`config.mk`:
```
export PLATFORM = sky130hd
export DESIGN_NAME = extended_gcd_mod_inverse_core_flat
export DESIGN_NICKNAME = d
export VERILOG_FILES = /design/src/sv/egcd_pkg.sv /design/src/sv/egcd_if.sv /design/src/sv/extended_gcd_mod_inverse_core.sv /design/src/sv/egcd_div.sv /design/src/flat_wrapper.sv
export SDC_FILE = /design/constraint.sdc
export NUM_CORES = 1
export LEC_CHECK = 0
export ABC_CLOCK_PERIOD_IN_PS = 11500
export BUFFER_PORTS_ARGS = -buffer_cell sky130_fd_sc_hd__buf_4
export CAP_MARGIN = 20
export CORE_MARGIN = 2
export CORE_UTILIZATION = 64
export CTS_BUF_LIST = sky130_fd_sc_hd__clkbuf_4
export CTS_CLUSTER_SIZE = 16
export DETAILED_ROUTE_END_ITERATION = 7
export PLACE_DENSITY = 0.83
export SYNTH_ARGS = -nofsm -noshare
export SYNTH_HDL_FRONTEND = slang
export SYNTH_SLANG_ARGS = --single-unit
```
`constraint.sdc`:
```
create_clock -name clk_i -period 11.5 [get_ports clk_i]
set_input_delay 1.15 -clock clk_i [delete_from_list [all_inputs] [get_ports clk_i]]
set_output_delay 1.15 -clock clk_i [all_outputs]
set_load 0.01 [all_outputs]
```
`src/sv/egcd_pkg.sv`:
```
// shared constants for the extended gcd / modular inverse core
// no dependencies
package egcd_pkg;

  localparam int unsigned DATA_WIDTH_DEF = 32;

endpackage

```
`src/sv/egcd_if.sv`:
```
// valid/ready channel interfaces for operand and result beats
// depends on egcd_pkg
interface egcd_in_if #(
  parameter int unsigned DataWidth = egcd_pkg::DATA_WIDTH_DEF
) ();
  logic                        valid;
  logic                        ready;
  logic signed [DataWidth-1:0] operand_a;
  logic signed [DataWidth-1:0] operand_b;

  modport source (output valid, output operand_a, output operand_b, input ready);
  modport sink (input valid, input operand_a, input operand_b, output ready);
endinterface

interface egcd_out_if #(
  parameter int unsigned DataWidth = egcd_pkg::DATA_WIDTH_DEF
) ();
  logic                        valid;
  logic                        ready;
  logic        [DataWidth-2:0] gcd_value;
  logic signed [DataWidth-1:0] coeff_x;
  logic signed [DataWidth-1:0] coeff_y;
  logic        [DataWidth-2:0] inverse_value;
  logic                        inverse_valid;

  modport source (
    output valid, output gcd_value, output coeff_x, output coeff_y,
    output inverse_value, output inverse_valid, input ready
  );
  modport sink (
    input valid, input gcd_value, input coeff_x, input coeff_y,
    input inverse_value, input inverse_valid, output ready
  );
endinterface

```
`src/sv/extended_gcd_mod_inverse_core.sv`:
```
// extended euclid core: gcd, bezout coefficients and inverse of a mod b
// the shared divider (one quotient bit per cycle) runs once per euclid step and once more
// when the inverse is formed; an operand beat is taken only in idle, after the previous
// result has moved into the output register, where a result beat waits until it is taken
// reset: asynchronous active low, clears the sequencer and the output valid
module extended_gcd_mod_inverse_core #(
  parameter int unsigned DataWidth = egcd_pkg::DATA_WIDTH_DEF
) (
  input  logic       clk_i,
  input  logic       rst_ni,
  egcd_in_if.sink    in_i,
  egcd_out_if.source out_o
);
  import egcd_pkg::*;

  localparam int unsigned MagW = DataWidth - 1;

  typedef enum logic [2:0] {
    ST_IDLE,
    ST_CHECK,
    ST_DIV,
    ST_SIGN,
    ST_INV,
    ST_DONE
  } state_e;

  function automatic logic [MagW-1:0] mag_sat(input logic [DataWidth-1:0] v);
    logic [DataWidth-1:0] n;
    logic [MagW-1:0]      m;
    n = -v;
    if (!v[DataWidth-1]) begin
      m = v[MagW-1:0];
    end else if (n[DataWidth-1]) begin
      m = '1;
    end else begin
      m = n[MagW-1:0];
    end
    return m;
  endfunction

  state_e               state_q;
  logic [MagW-1:0]      a_q, b_q, m_q, inv_q;
  logic [DataWidth-1:0] x0_q, x1_q, y0_q, y1_q;
  logic                 na_q, nb_q, bpos_q, inv_ok_q;

  logic                 out_valid_q;
  logic [MagW-1:0]      out_gcd_q, out_inv_q;
  logic [DataWidth-1:0] out_x_q, out_y_q;
  logic                 out_inv_ok_q;

  logic                 div_start;
  logic [MagW-1:0]      div_num, div_den, div_rem;
  logic [DataWidth-1:0] div_px, div_py;
  logic                 div_done;
  logic [MagW-1:0]      a_mag, b_mag;
  logic                 inv_start;

  assign a_mag     = mag_sat(in_i.operand_a);
  assign b_mag     = mag_sat(in_i.operand_b);
  assign inv_start = (a_q == MagW'(1)) && bpos_q;

  always_comb begin
    div_start = 1'b0;
    div_num   = a_q;
    div_den   = b_q;
    if (state_q == ST_CHECK) begin
      div_start = b_q != '0;
    end else if (state_q == ST_SIGN) begin
      div_start = inv_start;
      div_num   = mag_sat(x0_q);
      div_den   = m_q;
    end
  end

  egcd_div #(
    .DataWidth(DataWidth)
  ) u_egcd_div (
    .clk_i   (clk_i),
    .rst_ni  (rst_ni),
    .start_i (div_start),
    .num_i   (div_num),
    .den_i   (div_den),
    .mul_x_i (x1_q),
    .mul_y_i (y1_q),
    .done_o  (div_done),
    .rem_o   (div_rem),
    .prod_x_o(div_px),
    .prod_y_o(div_py)
  );

  always_ff @(posedge clk_i or negedge rst_ni) begin
    if (!rst_ni) begin
      state_q     <= ST_IDLE;
      out_valid_q <= 1'b0;
    end else begin
      if (out_valid_q && out_o.ready && state_q != ST_DONE) begin
        out_valid_q <= 1'b0;
      end
      unique case (state_q)
        ST_IDLE: begin
          if (in_i.valid) begin
            a_q     <= a_mag;
            b_q     <= b_mag;
            m_q     <= b_mag;
            na_q    <= in_i.operand_a[DataWidth-1];
            nb_q    <= in_i.operand_b[DataWidth-1];
            bpos_q  <= !in_i.operand_b[DataWidth-1] && (b_mag != '0);
            x0_q    <= DataWidth'(1);
            x1_q    <= '0;
            y0_q    <= '0;
            y1_q    <= DataWidth'(1);
            state_q <= ST_CHECK;
          end
        end
        ST_CHECK: begin
          state_q <= (b_q == '0) ? ST_SIGN : ST_DIV;
        end
        ST_DIV: begin
          if (div_done) begin
            a_q     <= b_q;
            b_q     <= div_rem;
            x0_q    <= x1_q;
            x1_q    <= x0_q - div_px;
            y0_q    <= y1_q;
            y1_q    <= y0_q - div_py;
            state_q <= ST_CHECK;
          end
        end
        ST_SIGN: begin
          x0_q <= na_q ? -x0_q : x0_q;
          y0_q <= nb_q ? -y0_q : y0_q;
          if (inv_start) begin
            state_q <= ST_INV;
          end else begin
            inv_q    <= '0;
            inv_ok_q <= 1'b0;
            state_q  <= ST_DONE;
          end
        end
        ST_INV: begin
          if (div_done) begin
            if (div_rem == '0) begin
              inv_q <= m_q;
            end else if (x0_q[DataWidth-1]) begin
              inv_q <= m_q - div_rem;
            end else begin
              inv_q <= div_rem;
            end
            inv_ok_q <= 1'b1;
            state_q  <= ST_DONE;
          end
        end
        ST_DONE: begin
          if (!out_valid_q || out_o.ready) begin
            out_gcd_q    <= a_q;
            out_x_q      <= x0_q;
            out_y_q      <= y0_q;
            out_inv_q    <= inv_q;
            out_inv_ok_q <= inv_ok_q;
            out_valid_q  <= 1'b1;
            state_q      <= ST_IDLE;
          end
        end
        default: begin
          state_q <= ST_IDLE;
        end
      endcase
    end
  end

  assign in_i.ready          = state_q == ST_IDLE;
  assign out_o.valid         = out_valid_q;
  assign out_o.gcd_value     = out_gcd_q;
  assign out_o.coeff_x       = out_x_q;
  assign out_o.coeff_y       = out_y_q;
  assign out_o.inverse_value = out_inv_q;
  assign out_o.inverse_valid = out_inv_ok_q;

endmodule

```
`src/sv/egcd_div.sv`:
```
// iterative restoring divider, one quotient bit per cycle, msb first
// also accumulates quotient times two multiplicands alongside; depends on egcd_pkg
module egcd_div #(
  parameter int unsigned DataWidth = egcd_pkg::DATA_WIDTH_DEF
) (
  input  logic                 clk_i,
  input  logic                 rst_ni,
  input  logic                 start_i,
  input  logic [DataWidth-2:0] num_i,
  input  logic [DataWidth-2:0] den_i,
  input  logic [DataWidth-1:0] mul_x_i,
  input  logic [DataWidth-1:0] mul_y_i,
  output logic                 done_o,
  output logic [DataWidth-2:0] rem_o,
  output logic [DataWidth-1:0] prod_x_o,
  output logic [DataWidth-1:0] prod_y_o
);
  import egcd_pkg::*;

  localparam int unsigned MagW = DataWidth - 1;
  localparam int unsigned CntW = $clog2(MagW + 1);

  logic            busy_q;
  logic            done_q;
  logic [CntW-1:0] cnt_q;
  logic [MagW-1:0] num_q, den_q, rem_q, rem_d;
  logic [DataWidth-1:0] mx_q, my_q, px_q, py_q, px_d, py_d;
  logic [MagW:0]   trial;
  logic [MagW:0]   diff;
  logic            fits;

  always_comb begin
    trial = {rem_q, num_q[MagW-1]};
    fits  = trial >= {1'b0, den_q};
    diff  = trial - {1'b0, den_q};
    rem_d = fits ? diff[MagW-1:0] : trial[MagW-1:0];
    px_d  = {px_q[DataWidth-2:0], 1'b0} + (fits ? mx_q : '0);
    py_d  = {py_q[DataWidth-2:0], 1'b0} + (fits ? my_q : '0);
  end

  // control
  always_ff @(posedge clk_i or negedge rst_ni) begin
    if (!rst_ni) begin
      busy_q <= 1'b0;
      done_q <= 1'b0;
      cnt_q  <= '0;
    end else begin
      done_q <= 1'b0;
      if (start_i) begin
        busy_q <= 1'b1;
        cnt_q  <= CntW'(MagW);
      end else if (busy_q) begin
        cnt_q <= cnt_q - 1'b1;
        if (cnt_q == CntW'(1)) begin
          busy_q <= 1'b0;
          done_q <= 1'b1;
        end
      end
    end
  end

  // datapath
  always_ff @(posedge clk_i) begin
    if (start_i) begin
      num_q <= num_i;
      den_q <= den_i;
      mx_q  <= mul_x_i;
      my_q  <= mul_y_i;
      rem_q <= '0;
      px_q  <= '0;
      py_q  <= '0;
    end else if (busy_q) begin
      num_q <= {num_q[MagW-2:0], 1'b0};
      rem_q <= rem_d;
      px_q  <= px_d;
      py_q  <= py_d;
    end
  end

  assign done_o   = done_q;
  assign rem_o    = rem_q;
  assign prod_x_o = px_q;
  assign prod_y_o = py_q;

endmodule

```
`src/flat_wrapper.sv`:
```
// flat-port wrapper written by rule: the top's interface ports become plain ports
module extended_gcd_mod_inverse_core_flat import egcd_pkg::*;
#(
  parameter int unsigned DataWidth = egcd_pkg::DATA_WIDTH_DEF
)
  (clk_i, rst_ni, in_i_valid, in_i_operand_a, in_i_operand_b, in_i_ready, out_o_valid, out_o_gcd_value, out_o_coeff_x, out_o_coeff_y, out_o_inverse_value, out_o_inverse_valid, out_o_ready);
  egcd_in_if #(.DataWidth(DataWidth)) in_i_i ();
  egcd_out_if #(.DataWidth(DataWidth)) out_o_i ();
  input  logic clk_i;
  input  logic rst_ni;
  input wire logic [$bits(in_i_i.valid)-1:0] in_i_valid;
  input wire logic [$bits(in_i_i.operand_a)-1:0] in_i_operand_a;
  input wire logic [$bits(in_i_i.operand_b)-1:0] in_i_operand_b;
  output wire logic [$bits(in_i_i.ready)-1:0] in_i_ready;
  output wire logic [$bits(out_o_i.valid)-1:0] out_o_valid;
  output wire logic [$bits(out_o_i.gcd_value)-1:0] out_o_gcd_value;
  output wire logic [$bits(out_o_i.coeff_x)-1:0] out_o_coeff_x;
  output wire logic [$bits(out_o_i.coeff_y)-1:0] out_o_coeff_y;
  output wire logic [$bits(out_o_i.inverse_value)-1:0] out_o_inverse_value;
  output wire logic [$bits(out_o_i.inverse_valid)-1:0] out_o_inverse_valid;
  input wire logic [$bits(out_o_i.ready)-1:0] out_o_ready;
  assign in_i_i.valid = in_i_valid;
  assign in_i_i.operand_a = in_i_operand_a;
  assign in_i_i.operand_b = in_i_operand_b;
  assign in_i_ready = in_i_i.ready;
  assign out_o_valid = out_o_i.valid;
  assign out_o_gcd_value = out_o_i.gcd_value;
  assign out_o_coeff_x = out_o_i.coeff_x;
  assign out_o_coeff_y = out_o_i.coeff_y;
  assign out_o_inverse_value = out_o_i.inverse_value;
  assign out_o_inverse_valid = out_o_i.inverse_valid;
  assign out_o_i.ready = out_o_ready;
  extended_gcd_mod_inverse_core #(.DataWidth(DataWidth)) u_core (.clk_i(clk_i), .rst_ni(rst_ni), .in_i(in_i_i), .out_o(out_o_i));
endmodule
```
# Word-level counts from Yosys, hierarchy flattened
# Cells that the tools add are included.
# classes
n_reduce_logical	23
add_sub_neg	11
n_lt_le_gt_ge	1
n_mux	61
n_eq_ne	15
# ops
op	count
31-bit two-way mux	21
32-bit two-way mux	10
32-bit one-hot mux with 3 select lines	2
31-bit one-hot mux with 2 select lines	3
32-bit negator	4
32-bit one-hot mux with 2 select lines	2
32-bit adder	2
32-bit subtractor	2
31-bit logical NOT	2
31-bit nonzero test	2
31-bit subtractor	2
32-bit by 31-bit >= comparator with 1-bit output	1
31-bit by 1-bit == test with 1-bit output, second input constant	1
3-bit one-hot mux with 6 select lines	1
1-bit two-way mux	15
3-bit two-way mux	4
4-bit AND reduction	3
5-bit two-way mux	2
5-bit AND reduction	2
2-bit inequality test, second input constant	4
3-bit by 2-bit == test with 1-bit output, second input constant	2
3-bit == test, second input constant	2
2-bit by 1-bit inequality test with 1-bit output, second input constant	3
3-bit AND reduction	2
11 further kinds	17
# word_totals
reg_bits	615
in_bits	68
output_inout_bits	129
elab_cells	140

# Depth between registers and ports, before layout
# logic_depth
word_depth	6
mapped_depth	26

# By module
# A second synthesis with hierarchy kept.
# unflattened
hier_cells	3594
area_unflattened_um2	35856.9
# by_module_without_submodules
mod	area_each_um2	cells_per_inst	seq_area_each_um2	instances
extended_gcd_mod_inverse_core	22915.7	2309	11601.1	1
egcd_div	12941.2	1285	5860.6	1

# Worst setup path after synthesis
# No wires, ideal clock.
# synth_timing
path_type	input-to-reg
startpoint	input rst_ni
endpoint	register u_core.a_q[0] (enable)
cell_stages	2
required_ns	10.734
slack_ns	0.938
setup_time_ns	0.766
arrival_time_ns	9.796
cell_sequence	nand2b_1 -> nor3_1
# synth_between
elab_chain_cells	1
# synth_rtl
item	line_no	text
start, declared	flat_wrapper.sv:10	input logic rst_ni;
4-bit AND reduction (no source line)	n/a	
end signal, assigned	extended_gcd_mod_inverse_core.sv:102	a_q <= a_mag;
end signal, assigned	extended_gcd_mod_inverse_core.sv:120	a_q <= b_q;
end, declared	extended_gcd_mod_inverse_core.sv:42	logic [MagW-1:0] a_q, b_q, m_q, inv_q;
# Every way passes these cells.
# A chain may end at the register's enable or synchronous reset.

# Worst setup path after layout
# layout_timing
startpoint	register u_core.u_egcd_div.rem_q[8], in the netlist u_core.u_egcd_div.rem_o[8]
endpoint	register u_core.u_egcd_div.px_q[31], in the netlist u_core.u_egcd_div.prod_x_o[31]
# layout_between
elab_chain_cells	3
# layout_rtl
item	line_no	text
start, declared	egcd_div.sv:26	logic [MagW-1:0] num_q, den_q, rem_q, rem_d;
start signal, assigned	egcd_div.sv:74	rem_q <= rem_d;
32-bit by 31-bit >= comparator with 1-bit output	egcd_div.sv:34	fits = trial >= {1'b0, den_q};
32-bit two-way mux	egcd_div.sv:37	px_d = {px_q[DataWidth-2:0], 1'b0} + (fits ? mx_q : '0);
32-bit adder	egcd_div.sv:37	
end signal, assigned	egcd_div.sv:75	px_q <= px_d;
end, declared	egcd_div.sv:27	logic [DataWidth-1:0] mx_q, my_q, px_q, py_q, px_d, py_d;
# Every way passes these cells.

==> metrics.json <==
{
  "post_cts.repair.setup_buffers": 0,
  "antenna_found_initial": 13,
  "number_of_global_route_vias_before_repair": 28500,
  "clockRootBuffer": "sky130_fd_sc_hd__clkbuf_4",
  "achievable-frequency_ghz": 0.1549,
  "outcome": "completed",
  "portion_of_synthesized_cell_area_occupied_by_the_leading_cell_type": 0.4233,
  "ys_dominant_reg_cell": "sky130_fd_sc_hd__edfxtp_1",
  "post_route_fraction_of_the_period_consumed_by_the_critical_path": 0.5615,
  "synthMostInstantiatedCell": "sky130_fd_sc_hd__edfxtp_1",
  "layout_min_cycle_time_ns": 6.457,
  "synthesized_area_per_cell_um2": 10.03,
  "drt-vias-per-instance": 6.347,
  "cpMostUsedCell": "sky130_fd_sc_hd__o21ai_0",
  "grt_setup_unrepaired": "false",
  "gr-usage-met3": 0.08779,
  "timing.critical_path.arrival_ns": 7.39,
  "routedWlPerCell_um": 21.83,
  "route.detailed.drc": 0,
  "timing.max_cap.violations": 0,
  "fin_worst_hold_slack_ns": 0.3805,
  "gr-total-overflow": 0,
  "grtUsageMet1": 0.4691,
  "synth.yosys.seq_area_share": 0.4835,
  "worstMarginPinSlew_ns": 1.104,
  "crit_path_cell_trace": "ha_1 > a211oi_1 > o21ai_0 > a221oi_1 > nand2_1 > o211ai_1 > a21oi_4 > buf_4 > and2_1 > ha_1 > and3_1 > or4b_2 > o21ai_0 > a41oi_1 > o21ai_0 > a31oi_1 > o21ai_0 > xnor2_1 > a211oi_1",
  "width_of_the_die_um": 241.5,
  "final-setup-viol-count": 0,
  "worst_hold_path.num_cells": 0,
  "vias": 30030,
  "mappedNetlistArea_um2": 36110,
  "clk-insertion-delay-late_ns": 1.03,
  "seqCellArea_um2": 17470,
  "critPathCaptureType": "flop",
  "cellPowerDensity_nw_per_um2": 110.9,
  "crit_fanout": 72,
  "synth_commonest_cells": "sky130_fd_sc_hd__edfxtp_1, sky130_fd_sc_hd__nor2_1, sky130_fd_sc_hd__a21oi_1",
  "multiInputGateArea_um2": 17430,
  "dr.first_iter.drc_count": 3483,
  "grt_max_degree": 110,
  "leakage_nw": 16.06,
  "chipHeight_um": 241.5,
  "placement.cell_area_um2": 38260,
  "critPathMaxStageDelay_ns": 0.58,
  "crit_slowest_cell": "sky130_fd_sc_hd__or4b_2",
  "clkSlewWorstSetupHoldPaths_ns": 0.07,
  "netlist.top_cell.by_area": "sky130_fd_sc_hd__edfxtp_1",
  "tritoncts": "built",
  "ff2ff_path_depth": 19,
  "dp.final_hpwl_um": 71880,
  "std_cell_rows": 87,
  "grt_pass1_wl_um": 159300,
  "yosysWarningCount": 0,
  "maxSlewViolCount": 0,
  "post_synth_num_cell_types": 80,
  "slew-limit-headroom": 0.2613,
  "design.portCount": 197,
  "synth_seq_cells": 615,
  "worstPathRequired_ns": 12.43,
  "grt_util_met2": 0.5344,
  "synth_nets": 3862,
  "grt_most_used_layer": "met2",
  "place_congestion": 1.013,
  "cts_repair_resize_count": 0,
  "syn2layout_area_growth_pct": 12.03,
  "starting_utilization_of_the_core_area": 0.6442,
  "wire_length_after_detailed_routing_um": 103300,
  "numPortBuffers": 196,
  "finalInstanceArea_um2": 40460,
  "synthArstFlopShare": 0.01789,
  "core_region_area_um2": 56060,
  "die_outline_area_um2": 58340,
  "hp-class": "reg2reg",
  "synth_edf_count": 509,
  "max-vdd-ir-drop_mv": 0.08765,
  "clock_tree.htree_level_count": 4,
  "timing.clock.skew_ns": 0.05934,
  "drt_pass1_iterations": 8,
  "ctsLongestPathBuffers": 3,
  "drive_gt1_frac": 0.1465,
  "yosys-top-cells-area": "sky130_fd_sc_hd__edfxtp_1, sky130_fd_sc_hd__ha_1, sky130_fd_sc_hd__dfxtp_1",
  "drtAntennaViolNets": 0,
  "critical_path_class": "reg2reg",
  "cell_count_after_synthesis": 3599,
  "grtUsageTotal": 0.3494,
  "setup_tns_ns": 0,
  "net_count_of_the_finished_layout": 4103,
  "critical_path_start_type": "flop",
  "fill_cells": 4123,
  "number_of_hold_slack_violations_in_the_final_timing_report": 0,
  "cts_made_buffers": 157,
  "clkSinkCount": 615
}
[cell type report]
class / count / area share
Inverter: 190 / 0.01781
Clock inverter: 50 / 0.008721
Multi-Input combinational cell: 2646 / 0.4308
Sequential cell: 615 / 0.4318
Tap cell: 756 / 0.02338
Timing Repair Buffer: 230 / 0.04311
Antenna cell: 9 / 0.0005567
Clock buffer: 236 / 0.04379
[flip-flops by register name, summed over array words and instances, names as in the netlist, 31 cells and up]
name and count:
u_core.a_q 31, u_core.b_q 31, u_core.inv_q 31, u_core.m_q 31, u_core.out_o.coeff_x 32, u_core.out_o.coeff_y 32
u_core.out_o.gcd_value 31, u_core.out_o.inverse_value 31, u_core.u_egcd_div.den_q 31, u_core.u_egcd_div.mx_q 32, u_core.u_egcd_div.my_q 32, u_core.u_egcd_div.num_q 31
u_core.u_egcd_div.prod_x_o 32, u_core.u_egcd_div.prod_y_o 32, u_core.u_egcd_div.rem_o 31, u_core.x0_q 32, u_core.x1_q 32, u_core.y0_q 32
u_core.y1_q 32
[worst max-delay path: cells and delay by family, from the launching register on]
| kind | cells | cell delay (ns) |
|---|---|---|
| XOR/XNOR | 1 | 0.12 |
| AO/OA/AOI/OAI | 11 | 3.55 |
| buffers and inverters | 1 | 0.34 |
| AND/OR/NAND/NOR | 4 | 1.19 |
| flip-flops | 1 | 0.42 |
| adder cells (fa/ha/maj) | 2 | 0.69 |
[worst paths after layout]
| check | start | endpoint | slack (ns) |
|---|---|---|---|
| setup / recovery | u_core.u_egcd_div.rem_o[8]$_SDFFE_PN0P_ | u_core.u_egcd_div.prod_x_o[31]$_SDFFE_PN0P_ | 5.04 |
| setup reg to reg | u_core.u_egcd_div.rem_o[8]$_SDFFE_PN0P_ | u_core.u_egcd_div.prod_x_o[31]$_SDFFE_PN0P_ | 5.04 |
| max in group asynchronous | rst_ni | u_core.u_egcd_div.busy_q$_DFF_PN0_ | 10.72 |
| hold / removal | u_core.inv_q[21]$_SDFFCE_PN0P_ | u_core.out_o.inverse_value[21]$_DFFE_PP_ | 0.38 |
| min in group asynchronous | rst_ni | u_core.state_q[2]$_DFFE_PN0P_ | 0.58 |
| hold reg to reg | u_core.inv_q[21]$_SDFFCE_PN0P_ | u_core.out_o.inverse_value[21]$_DFFE_PP_ | 0.38 |
[logic make-up after synthesis]
logic type | count (synthesis) | synth area share
mux | 162 | 0.04688
flops | 615 | 0.4835
xor+xnor | 221 | 0.05360
fa+ha+maj | 195 | 0.06881
compound gates | 950 | 0.1642
simple gates | 1118 | 0.1477
buf+inv | 338 | 0.03534
[per-stage QoR]
| stage | utilization | std cells | total power (W) | worst slack (ns) |
|---|---|---|---|---|
| 2_1_floorplan | - | 3599 | 0.002480 | 0.9381 |
| 3_3_place_gp | 0.6824 | 4432 | 0.002528 | 5.147 |
| 3_5_place_dp | 0.6824 | 4432 | 0.002530 | 5.007 |
| 4_1_cts | 0.7205 | 4719 | 0.004501 | 4.959 |
| 5_1_grt | 0.7215 | 4728 | 0.004620 | 4.479 |
| 6_report | 0.7217 | 4732 | 0.004486 | 5.043 |
[power by group]
part	internal [W]	total (W)	switching, W
clock	0.00107	0.00200	0.000926
sequential	0.00239	0.00239	0.0000000000000000000252
combinational	0.0000414	0.000100	0.0000589
total	0.00350	0.00449	0.000985
[what timing repair did]
item,4_1_cts,5_1_grt
hold buffers,1,0
setup endpoints to repair,0,0
hold endpoints to repair,11,0
[routing by layer]
layer,part of all wire,up-vias
met1,0.40,14280
met2,0.45,1618
li1,-,13830
met3,0.10,291
met4,0.046,8
met5,0.00046,-
[cells in the final DEF (no fill, tap or decap), types with 42 or more instances in the layout]
cell,count
sky130_fd_sc_hd__nand3_1,56
sky130_fd_sc_hd__a21o_1,88
sky130_fd_sc_hd__and2_1,69
sky130_fd_sc_hd__buf_4,226
sky130_fd_sc_hd__ha_1,189
sky130_fd_sc_hd__o21a_1,47
sky130_fd_sc_hd__nor2b_1,42
sky130_fd_sc_hd__mux2_2,53
sky130_fd_sc_hd__nor2_1,452
sky130_fd_sc_hd__nor3_1,70
sky130_fd_sc_hd__clkbuf_4,236
sky130_fd_sc_hd__a31oi_1,51
sky130_fd_sc_hd__mux2i_1,108
sky130_fd_sc_hd__o21ai_0,206
sky130_fd_sc_hd__a211oi_1,55
sky130_fd_sc_hd__xnor2_1,120
sky130_fd_sc_hd__nand2_1,198
sky130_fd_sc_hd__xor2_1,101
sky130_fd_sc_hd__edfxtp_1,509
sky130_fd_sc_hd__inv_1,187
sky130_fd_sc_hd__a21oi_1,312
sky130_fd_sc_hd__dfxtp_1,95
No activity file was read; power rests on OpenSTA's default activity.
